`config.mk`:
```
export PLATFORM = sky130hd
export DESIGN_NAME = mcfe_cfg_regs
export DESIGN_NICKNAME = d
export VERILOG_FILES = /design/src/rtl/mit_command_frame_encoder_defines.svh /design/src/rtl/mcfe_pkg.sv /design/src/rtl/mcfe_cfg_regs.sv
export SDC_FILE = /design/constraint.sdc
export NUM_CORES = 1
export LEC_CHECK = 0
export ABC_AREA = 1
export BUFFER_PORTS_ARGS = -buffer_cell sky130_fd_sc_hd__buf_2
export CORE_MARGIN = 4
export CORE_UTILIZATION = 46
export DETAILED_ROUTE_END_ITERATION = 10
export GPL_TIMING_DRIVEN = 0
export PLACE_DENSITY_LB_ADDON = 0.15
export RECOVER_POWER = 100
export SETUP_SLACK_MARGIN = 0.3
export SYNTH_ARGS = -nofsm -noshare
export SYNTH_HDL_FRONTEND = slang
export SYNTH_SLANG_ARGS = --single-unit
```
`constraint.sdc`:
```
create_clock -name clk -period 0.8 [get_ports clk]
set_input_delay 0.04 -clock clk [delete_from_list [all_inputs] [get_ports clk]]
set_output_delay 0.04 -clock clk [all_outputs]
set_load 0.03 [all_outputs]
```
`src/rtl/mit_command_frame_encoder_defines.svh`:
```
// Assertion macros shared by the command frame encoder RTL.
// Included by the modules that carry concurrent checks; needs clk and rst_n in scope.
`ifndef MIT_COMMAND_FRAME_ENCODER_DEFINES_SVH
`define MIT_COMMAND_FRAME_ENCODER_DEFINES_SVH

// Check that is switched off while reset is asserted.
`define MCFE_ASSERT(label, prop, msg) \
    label: assert property (@(posedge clk) disable iff (!rst_n) prop) else $error(msg);

// Check that also runs during reset.
`define MCFE_ASSERT_RST(label, prop, msg) \
    label: assert property (@(posedge clk) prop) else $error(msg);

`endif

```
`src/rtl/mcfe_pkg.sv`:
```
// Package for the command frame encoder: widths, lane indexes, fixed ranges and types.
// No dependencies; imported by every module of the block.
`timescale 1ns / 1ps
`default_nettype none

package mcfe_pkg;

    localparam int LANES     = 5;
    localparam int IN_W      = 32;
    localparam int LIM_W     = 30;
    localparam int ID_W      = 11;
    localparam int DEN_W     = LIM_W + 1;
    localparam int QUO_W     = 16;
    localparam int NARROW_W  = 12;
    localparam int NUM_W     = DEN_W + QUO_W;
    localparam int CFG_IDX_W = 2;
    localparam int IN_TDATA_W  = LANES * IN_W;
    localparam int OUT_TDATA_W = 80;

    localparam int LANE_POS = 0;
    localparam int LANE_VEL = 1;
    localparam int LANE_KP  = 2;
    localparam int LANE_KD  = 3;
    localparam int LANE_TFF = 4;

    // Stiffness 0..500 and damping 0..5 in Q16.16.
    localparam logic [DEN_W-1:0] STIFF_SPAN = DEN_W'(32768000);
    localparam logic [DEN_W-1:0] DAMP_SPAN  = DEN_W'(327680);

    localparam logic [ID_W-1:0]  COMMAND_ID_RST     = ID_W'(1);
    localparam logic [LIM_W-1:0] POSITION_LIMIT_RST = LIM_W'(819200);
    localparam logic [LIM_W-1:0] VELOCITY_LIMIT_RST = LIM_W'(3276800);
    localparam logic [LIM_W-1:0] TORQUE_LIMIT_RST   = LIM_W'(327680);

    typedef enum logic [CFG_IDX_W-1:0] {
        REG_COMMAND_ID     = 2'd0,
        REG_POSITION_LIMIT = 2'd1,
        REG_VELOCITY_LIMIT = 2'd2,
        REG_TORQUE_LIMIT   = 2'd3
    } cfg_reg_t;

    typedef struct packed {
        logic [ID_W-1:0]  command_id;
        logic [LIM_W-1:0] position_limit;
        logic [LIM_W-1:0] velocity_limit;
        logic [LIM_W-1:0] torque_limit;
    } cfg_t;

    typedef logic [LANES-1:0][DEN_W-1:0] den_vec_t;
    typedef logic [LANES-1:0][LIM_W-1:0] off_vec_t;
    typedef logic [LANES-1:0][IN_W-1:0]  in_vec_t;

    // Partial remainder and a shift word that feeds numerator bits out at the top
    // and collects quotient bits at the bottom.
    typedef struct packed {
        logic [DEN_W-1:0] rem;
        logic [QUO_W-1:0] shq;
    } div_lane_t;

    typedef struct packed {
        logic [LANES-1:0]            zero;
        div_lane_t [LANES-1:0]       lane;
    } div_word_t;

endpackage

`default_nettype wire

```
`src/rtl/mcfe_cfg_regs.sv`:
```
// Configuration register file of the command frame encoder.
// Depends on mcfe_pkg.
`timescale 1ns / 1ps
`default_nettype none

module mcfe_cfg_regs
    import mcfe_pkg::*;
(
    input  wire logic                 clk,
    input  wire logic                 rst_n,
    input  wire logic                 cfg_valid,
    output logic                      cfg_ready,
    input  wire logic [CFG_IDX_W-1:0] cfg_index,
    input  wire logic [LIM_W-1:0]     cfg_data,
    output cfg_t                      cfg
);

    cfg_t cfg_reg;
    cfg_t cfg_next;

    assign cfg_ready = 1'b1;
    assign cfg       = cfg_reg;

    always_comb
    begin
        cfg_next = cfg_reg;
        if (cfg_valid)
        begin
            case (cfg_reg_t'(cfg_index))
                REG_COMMAND_ID:     cfg_next.command_id     = cfg_data[ID_W-1:0];
                REG_POSITION_LIMIT: cfg_next.position_limit = cfg_data;
                REG_VELOCITY_LIMIT: cfg_next.velocity_limit = cfg_data;
                REG_TORQUE_LIMIT:   cfg_next.torque_limit   = cfg_data;
                default:            cfg_next = cfg_reg;
            endcase
        end
    end

    always_ff @(posedge clk or negedge rst_n)
    begin
        if (!rst_n)
        begin
            cfg_reg.command_id     <= COMMAND_ID_RST;
            cfg_reg.position_limit <= POSITION_LIMIT_RST;
            cfg_reg.velocity_limit <= VELOCITY_LIMIT_RST;
            cfg_reg.torque_limit   <= TORQUE_LIMIT_RST;
        end
        else
        begin
            cfg_reg <= cfg_next;
        end
    end

endmodule

`default_nettype wire

```
==> metrics.csv <==
stage;metric;value;unit
route;total number of vias;3979;
route;post-DR wirelength/cell;17.43;um
route;Metal-1 WL;5.384;mm
outcome;failing checks;negative hold slack, negative setup slack;
sta;Slew HR;0.4982;
setup_path;number of cells on the critical path;1;
setup_path;CP top delay family;flip-flops;
clock_tree;worst skew pair latency;0.34;ns
floorplan;Ports;137;
placement;GPL Wtd Cong;0.8796;
setup_path;Crit path arrival time;1.06;ns
route;met3 WL;822;um
sta;final worst slack;-0.2980;ns
final_layout;share of post-route cells with drive strength above 1;0.5437;
placement;DP HPWL;8.618;mm
floorplan;Starting Density;0.4795;
clock_tree;CTS Sinks;101;
setup_path;Reg-to-Reg Start;cfg[90];
global_routing;first-pass GRT wire length;20.27;mm
outcome;status;complete, but fails checks;
global_routing;final global-route overflow total;0;
setup_path;Slowest Stage Delay on Critical Path;0.57;ns
setup_path;CP Launch Type;register;
synth;Area contributors post-synth;dfrtp_1, nand2_1, nand4_1;
sta;Tcrit/Tclk final;1.372;
global_routing;GRT Total Usage;0.2322;
synth;Seq/Total Area, Yosys;0.6012;
final_layout;fin cells;737;
power;Pleak;3.164;nW
setup_path;ordered cell list for the critical path;buf_6;
sta;Fmax;0.9108;GHz
sta;Slew Viols, Final;0;
placement;Setup WS pre-CTS;-0.03686;ns
floorplan;Core ar.;0.008806;mm2
setup_path;Worst R2R Path Depth;4;
clock_tree;CTS Buffer Depth;2;
global_routing;number of global-route vias before repair;3867;
setup_path;Setup Crit Path Kind;reg -> out;
final_layout;commonest non-fill, non-tap cells in the layout;nand2_1, buf_6, dfrtp_2;
setup_path;Worst Path Required;0.76;ns
synth;Yosys reg bits;101;
setup_path;Worst Path Max Fanout;2;
final_layout;max FFs per register;101;
clock_tree;Num CTS Buffers;9;
floorplan;Die Span Y;103.8;um
final_layout;Final nets;660;
final_layout;Area Growth Syn to Fin;50.43;%
final_layout;commonest non-fill, non-tap cell in the layout;nand2_1;
route;DR iter-0 viols;146;
sta;Hold Fails Final Rpt;104;
route;vias per cell;5.399;
synth;Unique masters post-synth;12;
sta;Tmin final;1.098;ns
final_layout;number of diodes;0;
global_routing;largest net degree at the start of global routing;74;
route;Routed Antenna Nets;0;
placement;IO Port Bufs;132;
run;Max Cap Violations;0;
sta;worst slew pin tran;0.7527;ns
synth;Avg Inst Size Synth;9.261;um2
worst_hold_path;Worst Hold Class;in -> async;
synth;area leader, netlist;dfrtp_1;
power;Worst VDD drop;1419;uV
setup_path;Slowest-stage cell, CP;dfstp_1;
floorplan;die width;103.8;um
floorplan;die area;0.01078;mm2
floorplan;Cell Rows;34;
synth;Cell Area, Synth;0.004223;mm2
sta;RSZ-0062 raised after global routing;true;
setup_path;CP startpoint;cfg[47];
clock_tree;Reg clk slew, reported paths;0.10;ns
sta;Final setup viols;108;
route;top routing layer in use;met4;
synth;Yosys top cell area share;0.5452;
final_layout;Final Core Density;0.7214;
setup_path;crit end category;primary output;
route;DRC Markers;0;
route;Pre-antenna DRT Iters;5;
route;drt total wl;12.85;mm
synth;syn_nets;491;
setup_path;WP buf/inv;1;
power;PwrDens;2477;mW/mm2
synth;Post-Syn Instances;456;
placement;placed cells;697;
global_routing;initial antenna violation count;0;
synth;yosys warns;0;
clock_tree;CTS tree;built;
clock_tree;CTS Root Buffer Type;clkbuf_8;
sta;Clock Skew;0;ns
route;WL met2;6.467;mm
sta;worst hold slack;-0.2629;ns
clock_tree;H-tree levels;3;
## metrics by stage
step	TNS, ns	power, mW	instance area [um2]
detailed placement	-0.4886	10.68	5239
global placement	-146.33	10.57	5209
global route	-20.12	16.42	6352
finish	-16.83	15.74	6352
floorplan	0	9.255	4413
CTS	-17.80	15.65	6287
## cells in the mapped netlist
master,number
dfrtp_1,92
inv_2,2
nand2_1,203
buf_6,1
buf_4,12
nand3_2,2
nand4_1,90
conb_1,1
dfstp_2,9
nor2_4,1
buf_2,31
nand3_1,12
## where the power goes
| group | switching [mW] | internal (mW) | total (mW) |
|---|---|---|---|
| Clock | 1.71 | 1.83 | 3.54 |
| Combinational | 3.13 | 2.30 | 5.43 |
| Sequential | 0.669 | 6.10 | 6.77 |
| Total | 5.50 | 10.2 | 15.7 |
## layer usage
metal	vias to the layer above	global-route usage
met1	1942	0.3160
li1	1874	-
met2	150	0.3779
met5	-	0
met4	0	0.06648
met3	13	0.04851
## path summary, 6_finish.rpt
| kind | endpoint | slack [ns] |
|---|---|---|
| min in group clk | cfg[51] | -0.07 |
| min reg2reg | cfg[79] | 0.47 |
| max in group asynchronous | cfg[78] | 0.18 |
| max | cfg[47] | -0.30 |
| min | cfg[93] | -0.26 |
| max reg2reg | cfg[90] | -0.06 |
## timing repair
item	in CTS	in global routing
gates resized for setup	227	44
hold endpoints to repair	127	102
setup buffers	16	9
setup endpoints to repair	202	202
pin swaps	2	10
## kinds of logic (layout without fill, tap and decap cells)
| logic type | count (synthesis) | in the layout | synth area share |
|---|---|---|---|
| DFF | 101 | 101 | 0.6012 |
| and+or+nand+nor | 308 | 308 | 0.3354 |
| buffers and inverters | 46 | 219 | 0.06252 |
| other | 1 | 1 | 0.0008880 |
## cell type report
cell class	instances	area, um2
flip-flops and latches	101	2654
fillers	657	2454
repair buffers	158	1518
multi-input cells	309	1495
plain buffers	44	329.1
clock buffers	11	141.4
well taps	108	135.1
clock inverters	4	72.57
inverters	2	7.507
(Power assumes the default switching activity.)
