**src/rtl/mit_command_frame_encoder_defines.svh**
```systemverilog
// Assertion macros shared by the command frame encoder RTL.
// Included by the modules that carry concurrent checks; needs clk and rst_n in scope.
`ifndef MIT_COMMAND_FRAME_ENCODER_DEFINES_SVH
`define MIT_COMMAND_FRAME_ENCODER_DEFINES_SVH

// Check that is switched off while reset is asserted.
`define MCFE_ASSERT(label, prop, msg) \
    label: assert property (@(posedge clk) disable iff (!rst_n) prop) else $error(msg);

// Check that also runs during reset.
`define MCFE_ASSERT_RST(label, prop, msg) \
    label: assert property (@(posedge clk) prop) else $error(msg);

`endif

```
**src/rtl/mcfe_pkg.sv**
```systemverilog
// Package for the command frame encoder: widths, lane indexes, fixed ranges and types.
// No dependencies; imported by every module of the block.
`timescale 1ns / 1ps
`default_nettype none

package mcfe_pkg;

    localparam int LANES     = 5;
    localparam int IN_W      = 32;
    localparam int LIM_W     = 30;
    localparam int ID_W      = 11;
    localparam int DEN_W     = LIM_W + 1;
    localparam int QUO_W     = 16;
    localparam int NARROW_W  = 12;
    localparam int NUM_W     = DEN_W + QUO_W;
    localparam int CFG_IDX_W = 2;
    localparam int IN_TDATA_W  = LANES * IN_W;
    localparam int OUT_TDATA_W = 80;

    localparam int LANE_POS = 0;
    localparam int LANE_VEL = 1;
    localparam int LANE_KP  = 2;
    localparam int LANE_KD  = 3;
    localparam int LANE_TFF = 4;

    // Stiffness 0..500 and damping 0..5 in Q16.16.
    localparam logic [DEN_W-1:0] STIFF_SPAN = DEN_W'(32768000);
    localparam logic [DEN_W-1:0] DAMP_SPAN  = DEN_W'(327680);

    localparam logic [ID_W-1:0]  COMMAND_ID_RST     = ID_W'(1);
    localparam logic [LIM_W-1:0] POSITION_LIMIT_RST = LIM_W'(819200);
    localparam logic [LIM_W-1:0] VELOCITY_LIMIT_RST = LIM_W'(3276800);
    localparam logic [LIM_W-1:0] TORQUE_LIMIT_RST   = LIM_W'(327680);

    typedef enum logic [CFG_IDX_W-1:0] {
        REG_COMMAND_ID     = 2'd0,
        REG_POSITION_LIMIT = 2'd1,
        REG_VELOCITY_LIMIT = 2'd2,
        REG_TORQUE_LIMIT   = 2'd3
    } cfg_reg_t;

    typedef struct packed {
        logic [ID_W-1:0]  command_id;
        logic [LIM_W-1:0] position_limit;
        logic [LIM_W-1:0] velocity_limit;
        logic [LIM_W-1:0] torque_limit;
    } cfg_t;

    typedef logic [LANES-1:0][DEN_W-1:0] den_vec_t;
    typedef logic [LANES-1:0][LIM_W-1:0] off_vec_t;
    typedef logic [LANES-1:0][IN_W-1:0]  in_vec_t;

    // Partial remainder and a shift word that feeds numerator bits out at the top
    // and collects quotient bits at the bottom.
    typedef struct packed {
        logic [DEN_W-1:0] rem;
        logic [QUO_W-1:0] shq;
    } div_lane_t;

    typedef struct packed {
        logic [LANES-1:0]            zero;
        div_lane_t [LANES-1:0]       lane;
    } div_word_t;

endpackage

`default_nettype wire

```
**src/rtl/mcfe_front.sv**
```systemverilog
// Front end of the quantizer: offset add, saturation and scaling by 2^b - 1.
// Three register stages over all five lanes; depends on mcfe_pkg.
`timescale 1ns / 1ps
`default_nettype none

module mcfe_front
    import mcfe_pkg::*;
(
    input  wire logic     clk,
    input  wire logic     rst_n,
    input  wire logic     in_valid,
    output logic          in_ready,
    input  wire in_vec_t  x,
    input  wire off_vec_t offset,
    input  wire den_vec_t span,
    output logic          out_valid,
    input  wire logic     out_ready,
    output div_word_t     out_word
);

    logic [2:0] valid_reg;
    logic [2:0] stage_ready;

    logic [LANES-1:0][IN_W:0]    sum_reg, sum_next;
    logic [LANES-1:0]            zero1_reg, zero1_next;
    logic [LANES-1:0][DEN_W-1:0] d_reg, d_next;
    logic [LANES-1:0]            zero2_reg;
    div_word_t                   word_reg, word_next;

    logic [LANES-1:0][NUM_W-1:0] num;

    assign stage_ready[2] = !valid_reg[2] || out_ready;
    assign stage_ready[1] = !valid_reg[1] || stage_ready[2];
    assign stage_ready[0] = !valid_reg[0] || stage_ready[1];
    assign in_ready  = stage_ready[0];
    assign out_valid = valid_reg[2];
    assign out_word  = word_reg;

    always_comb
    begin
        for (int i = 0; i < LANES; i++)
        begin
            // Value minus the low end of its range, which is -limit or zero.
            sum_next[i]   = IN_W'(0) + ($signed({x[i][IN_W-1], x[i]})
                          + $signed({{(IN_W-LIM_W+1){1'b0}}, offset[i]}));
            zero1_next[i] = (span[i] == '0);

            if (sum_reg[i][IN_W])
                d_next[i] = '0;
            else if (sum_reg[i][IN_W-1:0] > {1'b0, span[i]})
                d_next[i] = span[i];
            else
                d_next[i] = sum_reg[i][DEN_W-1:0];

            // Multiply by 2^b - 1 as a shift and a subtract.
            if (i == LANE_POS)
                num[i] = {d_reg[i], {QUO_W{1'b0}}} - {{QUO_W{1'b0}}, d_reg[i]};
            else
                num[i] = {{(QUO_W-NARROW_W){1'b0}}, d_reg[i], {NARROW_W{1'b0}}}
                       - {{QUO_W{1'b0}}, d_reg[i]};

            word_next.lane[i].rem = num[i][NUM_W-1:QUO_W];
            word_next.lane[i].shq = num[i][QUO_W-1:0];
        end
        word_next.zero = zero2_reg;
    end

    always_ff @(posedge clk or negedge rst_n)
    begin
        if (!rst_n)
        begin
            valid_reg <= '0;
        end
        else
        begin
            if (stage_ready[0])
                valid_reg[0] <= in_valid;
            if (stage_ready[1])
                valid_reg[1] <= valid_reg[0];
            if (stage_ready[2])
                valid_reg[2] <= valid_reg[1];
        end
    end

    always_ff @(posedge clk)
    begin
        if (stage_ready[0])
        begin
            sum_reg   <= sum_next;
            zero1_reg <= zero1_next;
        end
        if (stage_ready[1])
        begin
            d_reg     <= d_next;
            zero2_reg <= zero1_reg;
        end
        if (stage_ready[2])
            word_reg <= word_next;
    end

endmodule

`default_nettype wire

```
**config.mk**
```make
export PLATFORM = sky130hd
export DESIGN_NAME = mcfe_front
export DESIGN_NICKNAME = d
export VERILOG_FILES = /design/src/rtl/mit_command_frame_encoder_defines.svh /design/src/rtl/mcfe_pkg.sv /design/src/rtl/mcfe_front.sv
export SDC_FILE = /design/constraint.sdc
export NUM_CORES = 1
export LEC_CHECK = 0
export BUFFER_PORTS_ARGS = -buffer_cell sky130_fd_sc_hd__buf_2
export CAP_MARGIN = 20
export CORE_ASPECT_RATIO = 1.5
export CORE_MARGIN = 4
export CORE_UTILIZATION = 52
export CTS_CLUSTER_DIAMETER = 200
export DETAILED_ROUTE_END_ITERATION = 7
export PLACE_DENSITY = 0.88
export SLEW_MARGIN = 10
export SYNTH_ARGS = -nofsm -noshare
export SYNTH_HDL_FRONTEND = slang
export SYNTH_SLANG_ARGS = --single-unit
```
**constraint.sdc**
```tcl
create_clock -name clk -period 6.65 [get_ports clk]
set_input_delay 0.9975 -clock clk [delete_from_list [all_inputs] [get_ports clk]]
set_output_delay 0.9975 -clock clk [all_outputs]
set_load 0.03 [all_outputs]
```
==> impl_metrics.csv <==
group,metric,value,unit
die,rows,121,
placement,hpwl,94300,um
worst_setup_path,worstPathRequired,7.00,ns
timing,setup_violations,0,
drt,vias,31600,
clocking,cts_tree,"built",
placement,post-place-ws,2.50,ns
worst_setup_path,critPathCaptureType,"register",
clocking,cts.sink_count,561,
die,die_y,341,um
clocking,cts-buffers-inserted,54,
clocking,clock_latency,0.64,ns
placement,placed_cells,5299,
clocking,cts.clk_slew.worst_paths,0.06,ns
worst_setup_path,cp_max_fo,4,
timing,drv_slew,0,
timing,hold_ws,0.148,ns
worst_setup_path,critPathLaunchType,"register",
grt,grt_pass1_wl,174000,um
drt,drtPass1Iterations,7,
synthesis,synth.most_common_cell,"edfxtp_1",
synthesis,syn-num-nets,4534,
synthesis,syn_inst,3659,
timing,fin_crit,3.59,ns
layout,final_util,61.6,%
status,status,"complete, no violations",
synthesis,synth.avg_cell_area,10.5,um2
synthesis,synth_edf_count,558,
layout,final-seq-area,16800,um2
timing,setup_ws,3.06,ns
pwr,ir_worst_vdd,0.222,mV
timing,fmax,279,MHz
clocking,root_buffer,"clkbuf_16",
grt,grt.total_usage,28.2,%
die,die-area,78300,um2
timing,max_slew_margin,27.6,%
die,die_width,230,um
drt,drt_iter0_drc,2355,
pwr,p_per_area,338,nW/um2
grt,antenna_found_initial,36,
hold_path,hold_class,"input port to asynchronous set/reset pin",
synthesis,yosysTopAreaCell,"edfxtp_1",
layout,stdcell_count,5425,
layout,fin_nets,5246,
worst_setup_path,crit_chain,"inv_1 -> ha_1 -> a21o_1 -> a21oi_1 -> a2bb2oi_1 -> nand4_2 -> a31oi_4 -> o21ai_2 -> and2_1 -> nor3_1 -> xnor2_1",
grt,grt_max_degree,162,
synthesis,synth_top_flop_cell,"edfxtp_1",
synthesis,synth_common_cells,"558 x edfxtp_1, 401 x ha_1, 320 x nor2_1",
synthesis,yosysWarnings,0,
layout,drive_gt1_share,19.6,%
die,core,72800,um2
pwr,leakagePower,20.7,nW
placement,gp_congestion,1.03,
clocking,cts_hold_buffers,0,
grt,first_global_vias,31400,
clocking,htreeDepth,2,
run,drv_cap,0,
timing,hold_viol,0,
synthesis,syn_area,38400,um2
drt,viasPerCell,5.82,
die,start_util,52.7,%
worst_setup_path,crit_family,"compound AO/OA/AOI/OAI gates",
drt,drc,0,
synthesis,ys_ff_latch,561,
timing,min_period_over_period,54.0,%
drt,wire_per_inst,21.3,um
clocking,cts_max_path_buffers,3,
worst_setup_path,critPathMaxStageDelay,0.56,ns
timing,fin_skew,0.0159,ns
die,ios,711,
timing,rsz0062_at_grt,"no",
clocking,postCtsSetupRepairBufs,0,
synthesis,synthTopCellsByArea,"edfxtp_1 44%, ha_1 13%, xnor2_1 5.6%",
synthesis,ys_async_sr_fraction,0.535,%
timing,worst_pin_slew,1.09,ns
synthesis,synth_top_area_share,43.7,%
worst_setup_path,cpMaxStageDelayCell,"nor3_1",
synthesis,ys_types,101,
grt,overflow,0,
layout,multi_input_area,20100,um2
worst_setup_path,path_class,"register to register",
drt,drt_wl_total,115000,um
worst_setup_path,crit_buf_inv,1,
clocking,postCtsResizedCells,0,
placement,port_buffers,710,
layout,syn_to_final_growth,17.0,%
layout,largest_reg_flops,228,
layout,nFillCells,5929,
worst_setup_path,arrival,3.94,ns
drt,final_antenna_net_count,0,
synthesis,yosysSeqAreaShare,43.9,%
cells by family after synthesis:
family          count (synthesis)  share of synthesized area [%]
simple gates                  996                           13.0
compound gates                830                           14.2
flops                         561                           43.9
fa+ha+maj                     406                           13.3
buf+inv                       376                           3.90
xor+xnor                      333                           7.60
mux                           157                           4.10
where the power goes:
part	total [mW]	internal [mW]	switching [mW]
combinational	6.19	2.27	3.92
sequential	5.83	5.18	0.652
clock	3.15	1.76	1.39
final timing paths:
kind	startpoint	to	slack [ns]	depth (start not counted)
hold / removal	rst_n	valid_reg[0]	0.15	1
setup / recovery	d_reg[17]	out_word[32]	3.06	11
hold reg to reg	zero2_reg[3]	out_word[238]	0.42	0
max in group asynchronous	rst_n	valid_reg[2]	6.40	1
min in group clk	zero2_reg[3]	out_word[238]	0.42	0
setup reg to reg	d_reg[17]	out_word[32]	3.06	11
worst reg2reg max path, cell delays in order (launching register included):
cell and delay, ns:
edfxtp_1 0.50, inv_1 0.22, ha_1 0.32, a21o_1 0.18, a21oi_1 0.27, a2bb2oi_1 0.31, nand4_2 0.16, a31oi_4 0.29
o21ai_2 0.11, and2_1 0.21, nor3_1 0.56, xnor2_1 0.18
layout make-up:
cell class                      count  share of cell area (%)
Multi-Input combinational cell   2722                    44.8
Sequential cell                   561                    37.5
Timing Repair Buffer              724                    8.28
Clock buffer                       66                    3.25
Tap cell                          984                    2.74
Inverter                          308                    2.58
Clock inverter                     34                   0.700
Antenna cell                       26                   0.145
layout by cell type, fill, tap and decap left out, types with 12 or more instances in the layout:
cell type / count
a211o_1: 15
a211oi_1: 27
a21o_1: 186
a21oi_1: 252
a31oi_1: 25
and3_1: 32
buf_2: 710
clkbuf_16: 57
clkinv_2: 12
diode_2: 26
edfxtp_1: 558
ha_1: 401
inv_1: 308
mux2i_1: 157
nand2_1: 177
nand2b_1: 47
nand3_1: 83
nand4_1: 67
nor2_1: 319
nor2b_1: 38
nor3_1: 66
nor4_1: 60
o211ai_1: 16
o21a_1: 31
o21ai_0: 134
o21bai_1: 24
or3_1: 16
or4_1: 21
xnor2_1: 244
xor2_1: 89
stage by stage:
| stage | TNS, ns | cell area [um2] | power, mW |
|---|---|---|---|
| finish | 0 | 44900 | 15.2 |
| global route | 0 | 44900 | 15.9 |
| CTS | 0 | 44800 | 15.2 |
| detailed placement | 0 | 43000 | 12.0 |
| global placement | 0 | 43000 | 11.9 |
| floorplan | -273.65 | 38400 | 10.1 |
routing by layer:
layer	routed length, um	track usage (%)
met2	57900	51.3
met3	8740	5.19
met5	116	0
met4	7220	14.8
met1	41500	31.3
Note: power is estimated with default switching activity, not from simulation.
