## config.mk

```make
export PLATFORM = sky130hd
export DESIGN_NAME = mcfe_pack
export DESIGN_NICKNAME = d
export VERILOG_FILES = /design/src/rtl/mit_command_frame_encoder_defines.svh /design/src/rtl/mcfe_pkg.sv /design/src/rtl/mcfe_pack.sv
export SDC_FILE = /design/constraint.sdc
export NUM_CORES = 1
export LEC_CHECK = 0
export BUFFER_PORTS_ARGS = -buffer_cell sky130_fd_sc_hd__buf_4
export CAP_MARGIN = 20
export CORE_AREA = 10 10 150 83
export DETAILED_ROUTE_END_ITERATION = 10
export DIE_AREA = 0 0 160 93
export MAX_ROUTING_LAYER = met4
export PLACE_DENSITY_LB_ADDON = 0.05
export SETUP_SLACK_MARGIN = 0.2
export SLEW_MARGIN = 40
export SYNTH_ARGS = -nofsm -noshare
export SYNTH_HDL_FRONTEND = slang
export SYNTH_SLANG_ARGS = --single-unit
```

## constraint.sdc

```tcl
create_clock -name clk -period 2.4 [get_ports clk]
set_input_delay 0.24 -clock clk [delete_from_list [all_inputs] [get_ports clk]]
set_output_delay 0.24 -clock clk [all_outputs]
set_load 0.005 [all_outputs]
```

## src/rtl/mit_command_frame_encoder_defines.svh

```systemverilog
// Assertion macros shared by the command frame encoder RTL.
// Included by the modules that carry concurrent checks; needs clk and rst_n in scope.
`ifndef MIT_COMMAND_FRAME_ENCODER_DEFINES_SVH
`define MIT_COMMAND_FRAME_ENCODER_DEFINES_SVH

// Check that is switched off while reset is asserted.
`define MCFE_ASSERT(label, prop, msg) \
    label: assert property (@(posedge clk) disable iff (!rst_n) prop) else $error(msg);

// Check that also runs during reset.
`define MCFE_ASSERT_RST(label, prop, msg) \
    label: assert property (@(posedge clk) prop) else $error(msg);

`endif

```

## src/rtl/mcfe_pkg.sv

```systemverilog
// Package for the command frame encoder: widths, lane indexes, fixed ranges and types.
// No dependencies; imported by every module of the block.
`timescale 1ns / 1ps
`default_nettype none

package mcfe_pkg;

    localparam int LANES     = 5;
    localparam int IN_W      = 32;
    localparam int LIM_W     = 30;
    localparam int ID_W      = 11;
    localparam int DEN_W     = LIM_W + 1;
    localparam int QUO_W     = 16;
    localparam int NARROW_W  = 12;
    localparam int NUM_W     = DEN_W + QUO_W;
    localparam int CFG_IDX_W = 2;
    localparam int IN_TDATA_W  = LANES * IN_W;
    localparam int OUT_TDATA_W = 80;

    localparam int LANE_POS = 0;
    localparam int LANE_VEL = 1;
    localparam int LANE_KP  = 2;
    localparam int LANE_KD  = 3;
    localparam int LANE_TFF = 4;

    // Stiffness 0..500 and damping 0..5 in Q16.16.
    localparam logic [DEN_W-1:0] STIFF_SPAN = DEN_W'(32768000);
    localparam logic [DEN_W-1:0] DAMP_SPAN  = DEN_W'(327680);

    localparam logic [ID_W-1:0]  COMMAND_ID_RST     = ID_W'(1);
    localparam logic [LIM_W-1:0] POSITION_LIMIT_RST = LIM_W'(819200);
    localparam logic [LIM_W-1:0] VELOCITY_LIMIT_RST = LIM_W'(3276800);
    localparam logic [LIM_W-1:0] TORQUE_LIMIT_RST   = LIM_W'(327680);

    typedef enum logic [CFG_IDX_W-1:0] {
        REG_COMMAND_ID     = 2'd0,
        REG_POSITION_LIMIT = 2'd1,
        REG_VELOCITY_LIMIT = 2'd2,
        REG_TORQUE_LIMIT   = 2'd3
    } cfg_reg_t;

    typedef struct packed {
        logic [ID_W-1:0]  command_id;
        logic [LIM_W-1:0] position_limit;
        logic [LIM_W-1:0] velocity_limit;
        logic [LIM_W-1:0] torque_limit;
    } cfg_t;

    typedef logic [LANES-1:0][DEN_W-1:0] den_vec_t;
    typedef logic [LANES-1:0][LIM_W-1:0] off_vec_t;
    typedef logic [LANES-1:0][IN_W-1:0]  in_vec_t;

    // Partial remainder and a shift word that feeds numerator bits out at the top
    // and collects quotient bits at the bottom.
    typedef struct packed {
        logic [DEN_W-1:0] rem;
        logic [QUO_W-1:0] shq;
    } div_lane_t;

    typedef struct packed {
        logic [LANES-1:0]            zero;
        div_lane_t [LANES-1:0]       lane;
    } div_word_t;

endpackage

`default_nettype wire

```

## src/rtl/mcfe_pack.sv

```systemverilog
// Output stage: zero-range forcing, big-endian nibble packing and the output register.
// Depends on mcfe_pkg.
`timescale 1ns / 1ps
`default_nettype none

module mcfe_pack
    import mcfe_pkg::*;
(
    input  wire logic                   clk,
    input  wire logic                   rst_n,
    input  wire logic [ID_W-1:0]        command_id,
    input  wire logic                   in_valid,
    output logic                        in_ready,
    input  wire div_word_t              in_word,
    output logic                        m_tvalid,
    input  wire logic                   m_tready,
    output logic [OUT_TDATA_W-1:0]      m_tdata
);

    logic                   valid_reg;
    logic [OUT_TDATA_W-1:0] data_reg, data_next;
    logic [LANES-1:0][QUO_W-1:0] code;

    assign in_ready = !valid_reg || m_tready;
    assign m_tvalid = valid_reg;
    assign m_tdata  = data_reg;

    always_comb
    begin
        for (int i = 0; i < LANES; i++)
            code[i] = in_word.zero[i] ? '0 : in_word.lane[i].shq;

        data_next = {
            5'b0,
            code[LANE_TFF][7:0],
            code[LANE_KD][3:0], code[LANE_TFF][11:8],
            code[LANE_KD][11:4],
            code[LANE_KP][7:0],
            code[LANE_VEL][3:0], code[LANE_KP][11:8],
            code[LANE_VEL][11:4],
            code[LANE_POS][7:0],
            code[LANE_POS][15:8],
            command_id
        };
    end

    always_ff @(posedge clk or negedge rst_n)
    begin
        if (!rst_n)
            valid_reg <= 1'b0;
        else if (in_ready)
            valid_reg <= in_valid;
    end

    always_ff @(posedge clk)
    begin
        if (in_ready)
            data_reg <= data_next;
    end

endmodule

`default_nettype wire

```

==> results of run 1 <==
==> registers in the layout, summed over array words and instances, names as in the netlist <==
register  count
m_tvalid      1
m_tdata      75
==> cells in the final DEF (no fill, tap or decap) <==
cell type,count
bufinv_16,2
dlygate4sd3_1,1
nor2b_2,36
conb_1,5
nand2b_1,1
nand2b_4,1
and2b_1,8
edfxtp_1,75
buf_12,1
dfrtp_1,1
clkinv_2,3
nor2b_1,20
clkinv_4,1
clkbuf_16,9
buf_4,161
clkinvlp_4,1
==> metal layers <==
layer	track usage, %	up-vias	routed length [um]
li1	-	862	-
met1	13.11	845	3693
met2	16.02	100	3672
met3	6.693	7	871
met4	3.419	0	72
met5	-	-	0
==> kinds of logic (layout without fill, tap and decap cells) <==
kind of cell	Yosys count	count (layout)
other	1	5
buffers and inverters	10	179
flip-flops	76	76
AND/OR/NAND/NOR	66	66
==> cell type report <==
cell class              count  area [um2]  share of cell area, %
repair buffers            163        1239                  27.24
well taps                 140       175.2                  3.853
flip-flops and latches     76        2277                  50.08
clock inverters             7       91.34                  2.009
multi-input cells          71       539.3                  11.86
clock buffers               9       225.2                  4.953
==> power by group through the flow <==
stage / clock network (mW) / registers, mW / logic, mW
after floorplan: 0 / 1.65 / 0.0969
final: 1.43 / 1.61 / 0.403
after global routing: 1.52 / 1.62 / 0.440
after detailed placement: 0 / 1.64 / 0.412
after CTS: 1.47 / 1.61 / 0.414
after global placement: 0 / 1.63 / 0.415
==> final timing paths <==
check / startpoint / endpoint / slack [ns] / depth (start not counted)
setup / recovery: m_tvalid / in_ready / 0.81 / 2
hold / removal: command_id[5] / m_tdata[5] / 0.09 / 1
setup reg to reg: m_tvalid / m_tdata[15] / 0.96 / 2
hold reg to reg: m_tvalid / m_tvalid / 0.90 / 2
max in group asynchronous: rst_n / m_tvalid / 2.10 / 2
min in group asynchronous: rst_n / m_tvalid / 0.22 / 2
==> through the flow <==
stage	hold WS [ns]	setup WS [ns]	util, %	instances
4_1_cts	0.06784	0.7579	45.98	466
2_1_floorplan	-0.05559	0.6556	-	157
3_5_place_dp	0.01684	0.9457	42.67	449
5_1_grt	0.06883	0.6975	45.98	466
6_report	0.08524	0.8060	45.98	466
3_3_place_gp	0.01597	0.9408	42.67	449
==> flow_metrics.env, run 1 <==
export IMPL_status="complete, no violations"
export IMPL_pwr_share_clk_pct=41.6
export IMPL_critPathKind="reg2out"
export IMPL_power_switching_mw=0.7145
export IMPL_fp_dieW_um=160
export IMPL_internal_power_mw=2.732
export IMPL_avgSynthCellArea_um2=18.78
export IMPL_synth_top_flop_cell="edfxtp_1"
export IMPL_synth_ff_latch_count=76
export IMPL_yosysSeqAreaShare_pct=79.27
export IMPL_cts_resized=0
export IMPL_place_gp_congestion=0.7100
export IMPL_clk_path_buf_depth=2
export IMPL_power_mw=3.447
export IMPL_yosysUniqueCellTypes=10
export IMPL_syn_inst=153
export IMPL_yosysTopAreaCell="edfxtp_1"
export IMPL_cpMaxStageDelayCell="dfrtp_1"
export IMPL_yosys_warnings=0
export IMPL_cp_max_fo=37
export IMPL_fin_worst_skew_ns=0.003645
export IMPL_io_pins=337
export IMPL_ant_nets=0
export IMPL_nFillCells=925
export IMPL_dr_pass1_iters=4
export IMPL_placed_area_um2=4220
export IMPL_hold_class="in2reg"
export IMPL_cpPeakStageDelay_ns=0.41
export IMPL_first_global_vias=1986
export IMPL_hold_violations=0
export IMPL_final_min_clock_period_ns=1.594
export IMPL_clk_latency_ns=0.33
export IMPL_synth_top_area_share_pct=78.40
export IMPL_seqPwrFrac_pct=46.7
export IMPL_cts_inserted_buffers=9
export IMPL_antenna_cells=0
export IMPL_rsz0062_at_grt="false"
export IMPL_synth_xor_area_share_pct=0
export IMPL_synth_fa_ha_area_share_pct=0
export IMPL_cp_top_family="flip-flops"
export IMPL_fin_setup_tns_ns=0
export IMPL_first_iter_violations=67
export IMPL_cp_arrival_ns=1.35
export IMPL_power_leakage_nw=1.983
export IMPL_synthMuxAreaShare_pct=0
export IMPL_worstPathCellList="nand2b_4 -> buf_4"
export IMPL_clockRootBuffer="clkbuf_16"
export IMPL_grt_total_usage_pct=11.26
export IMPL_nets=576
export IMPL_h_tree_depth=3
export IMPL_wirelength_mm=8.310
export IMPL_via_count=1814
export IMPL_cp_end_kind="primary output"
export IMPL_worstMarginPinSlew_ns=0.5148
export IMPL_dieArea_um2=14880
export IMPL_critPathLaunchType="register"
export IMPL_synth_area_leaders="edfxtp_1, nor2b_2, nor2b_1"
export IMPL_post_route_drc_count=0
export IMPL_synthArstFlopShare_pct=1.316
export IMPL_combinationalPowerShare_pct=11.7
export IMPL_clock_sinks=76
export IMPL_wl_per_cell_um=17.83
export IMPL_coreArea_um2=9889
export IMPL_grt_overflow=0
export IMPL_antenna_found_initial=0
export IMPL_synth_enable_flop_cells=75
export IMPL_post_cts_setup_buffer_count=0
export IMPL_maxCapViolCount=0
export IMPL_synth_compound_area_share_pct=0
export IMPL_power_density_nw_per_um2=758.0
export IMPL_sw_frac_of_total_pct=20.73
export IMPL_synth_most_common_cell="edfxtp_1"
export IMPL_grt_pass1_wl_mm=11.99
export IMPL_slew_limit_headroom_pct=65.66
export IMPL_clk_pin_slew_ns=0.06
export IMPL_crit_buf_inv=1
export IMPL_synthToLayoutAreaGrowth_pct=58.28
export IMPL_required_ns=2.16
export IMPL_fp_row_count=26
export IMPL_layout_drive_gt1_share_pct=65.95
export IMPL_dp_hpwl_mm=6.513
export IMPL_setup_viol=0
export IMPL_syn_area_um2=2873
export IMPL_maxSlewViolCount=0
export IMPL_post_route_period_util_pct=66.42
export IMPL_portBuffers=160
export IMPL_vdd_drop_max_mv=0.3991
export IMPL_start_util_pct=29.05
export IMPL_grt_max_degree=38
export IMPL_cts_tree="built"
export IMPL_die_h_um=93
export IMPL_synth_simple_area_share_pct=17.86
export IMPL_synth_top_family_by_area="simple AND/OR/NAND/NOR gates"
export IMPL_viasPerCell=3.893
export IMPL_fin_area_um2=4547
export IMPL_cts_hold_buf=1
export IMPL_synth_common_cells="edfxtp_1, nor2b_2, nor2b_1"
export IMPL_fmax_ghz=0.6274
No activity file was read; power rests on OpenSTA's default activity.
==> inputs of run 2 (changes only) <==
- ABC_AREA: default -> 1
- CORE_AREA: 10 10 150 83 -> 10 10 123 125
- DIE_AREA: 0 0 160 93 -> 0 0 133 135
- clock period: 2.4 -> 1.6 ns (I/O delays scaled with it)
==> flow_metrics.env, run 2 <==
export IMPL_cp_max_fo=11
export IMPL_clk_pin_slew_ns=0.05
export IMPL_use_met3_pct=8.197
export IMPL_die_h_um=135
export IMPL_portBuffers=160
export IMPL_first_iter_violations=85
export IMPL_yosysUniqueCellTypes=11
export IMPL_placed_cells=547
export IMPL_critPathLaunchType="register"
export IMPL_post_route_period_util_pct=83.58
export IMPL_final_common_cell="buf_4"
export IMPL_io_pins=337
export IMPL_critPathKind="reg2out"
export IMPL_grt_busiest_layer="met1"
export IMPL_clockRootBuffer="clkbuf_16"
export IMPL_synth_common_cells="edfxtp_1, inv_1, nor2_1"
export IMPL_fp_row_count=41
export IMPL_wl_per_cell_um=15.89
export IMPL_via_count=2053
export IMPL_syn_area_um2=2868
export IMPL_placed_area_um2=4263
export IMPL_synth_area_leaders="edfxtp_1, inv_1, nor2_1"
export IMPL_viasPerCell=3.589
export IMPL_dieArea_um2=17960
export IMPL_hold_violations=0
export IMPL_grt_total_usage_pct=10.27
export IMPL_grt_pass1_wl_mm=13.26
export IMPL_h_tree_depth=3
export IMPL_wirelength_mm=9.089
export IMPL_grtUsageMet1_pct=12.03
export IMPL_first_global_vias=2296
export IMPL_power_leakage_nw=2.306
export IMPL_use_met2_pct=11.87
export IMPL_post_route_drc_count=0
export IMPL_nets=655
export IMPL_synth_ff_latch_count=76
export IMPL_fin_worst_skew_ns=0.005181
export IMPL_maxCapViolCount=0
export IMPL_required_ns=1.44
export IMPL_hold_class="in2reg"
export IMPL_place_gp_congestion=0.6504
export IMPL_maxSlewViolCount=0
export IMPL_post_cts_setup_buffer_count=0
export IMPL_syn_inst=220
export IMPL_final_min_clock_period_ns=1.337
export IMPL_dr_pass1_iters=4
export IMPL_yosysTopAreaCell="edfxtp_1"
export IMPL_grt_max_degree=36
export IMPL_synth_top_flop_cell="edfxtp_1"
export IMPL_yosys_warnings=0
export IMPL_rsz0062_at_grt="false"
export IMPL_ant_nets=0
export IMPL_clk_path_buf_depth=2
export IMPL_status="complete, no violations"
export IMPL_synthArstFlopShare_pct=1.316
export IMPL_layout_drive_gt1_share_pct=44.50
export IMPL_coreArea_um2=12570
export IMPL_clock_sinks=76
export IMPL_cts_inserted_buffers=9
export IMPL_fin_area_um2=4682
export IMPL_antenna_found_initial=0
export IMPL_largest_reg_flops=75
export IMPL_synth_enable_flop_cells=75
export IMPL_cp_end_kind="primary output"
export IMPL_fp_dieW_um=133
export IMPL_vdd_drop_max_mv=0.3488
export IMPL_grt_overflow=0
export IMPL_dp_hpwl_mm=6.870
export IMPL_synthToLayoutAreaGrowth_pct=63.26
export IMPL_setup_viol=0
export IMPL_synth_top_area_share_pct=78.53
export IMPL_yosysSeqAreaShare_pct=79.41
export IMPL_cpMaxStageDelayCell="dfrtp_1"
export IMPL_finalNonFillerCells=572
export IMPL_cts_tree="built"
export IMPL_worstPathCellList="nand2_4 -> buf_16 -> buf_4"
export IMPL_nFillCells=1302
export IMPL_power_density_nw_per_um2=1023
export IMPL_clk_latency_ns=0.33
export IMPL_antenna_cells=0
export IMPL_start_util_pct=22.82
export IMPL_avgSynthCellArea_um2=13.04
export IMPL_fmax_ghz=0.7478
export IMPL_most_common_layout_cells="buf_4, edfxtp_1, inv_1, nor2_1, dlygate4sd3_1"
export IMPL_synth_most_common_cell="edfxtp_1"
export IMPL_fin_util_pct=37.25
export IMPL_fin_setup_tns_ns=0
export IMPL_cp_arrival_ns=1.18
export IMPL_cpPeakStageDelay_ns=0.41
-- run 2: cells by family (layout without fill, tap and decap cells) --
kind of cell / after synthesis / in the layout / synth area share [%]
and+or+nand+nor: 66 / 66 / 8.901
other: 1 / 5 / 0.1308
DFF: 76 / 76 / 79.41
buffers and inverters: 77 / 253 / 11.56
-- run 2: final cells by class --
type                            count  area, um2  share of cell area, %
Timing Repair Buffer              176       1426                  30.47
Clock inverter                      1      5.005                 0.1069
Inverter                           66      247.7                  5.291
Tap cell                          172      215.2                  4.596
Multi-Input combinational cell     71      281.5                  6.013
Sequential cell                    76       2277                  48.64
Clock buffer                       10      229.0                  4.890
-- run 2: worst max-delay path: cells and delay by family (launching register included) --
family / cells / cell delay, ns
and+or+nand+nor: 1 / 0.15
buffers and inverters: 2 / 0.27
DFF: 1 / 0.41
-- run 2: routing by layer --
| layer | wire length [um] | part of all wire, % | vias up |
|---|---|---|---|
| li1 | - | - | 1013 |
| met1 | 4136 | 46 | 898 |
| met2 | 3226 | 35 | 128 |
| met3 | 1535 | 17 | 14 |
| met4 | 190 | 2.1 | 0 |
| met5 | 0 | 0 | - |
-- run 2: where the power goes --
group	internal, mW	switching, mW	leakage [nW]
Clock	1.00	0.716	0.116
Sequential	2.37	0.0451	0.800
Combinational	0.388	0.267	1.39
-- run 2: path summary, 6_finish.rpt --
check | start | endpoint | slack [ns] | cells after the start
setup / recovery | m_tvalid | in_ready | 0.26 | 3
setup reg to reg | m_tvalid | m_tdata[63] | 0.39 | 2
max in group asynchronous | rst_n | m_tvalid | 1.38 | 2
hold / removal | in_valid | m_tvalid | 0.08 | 3
hold reg to reg | m_tvalid | m_tdata[62] | 0.86 | 2
min in group asynchronous | rst_n | m_tvalid | 0.14 | 2
-- run 2: per-stage QoR --
stage                     hold slack [ns]  worst slack [ns]  power (mW)
after detailed placement         -0.06300            0.4904       3.081
after floorplan                   -0.1356            0.2539       2.612
final                             0.08454            0.2628       4.790
after global routing               0.1033            0.2077       5.018
after CTS                         0.08950            0.2033       4.883
after global placement           -0.06344            0.4874       3.079
-- run 2: repair_timing --
item	4_1_cts	5_1_grt
hold endpoints to repair	12	0
pin swaps	0	1
gates cloned	1	1
resized for setup	1	0
hold buffers	12	0
setup endpoints to repair	1	1
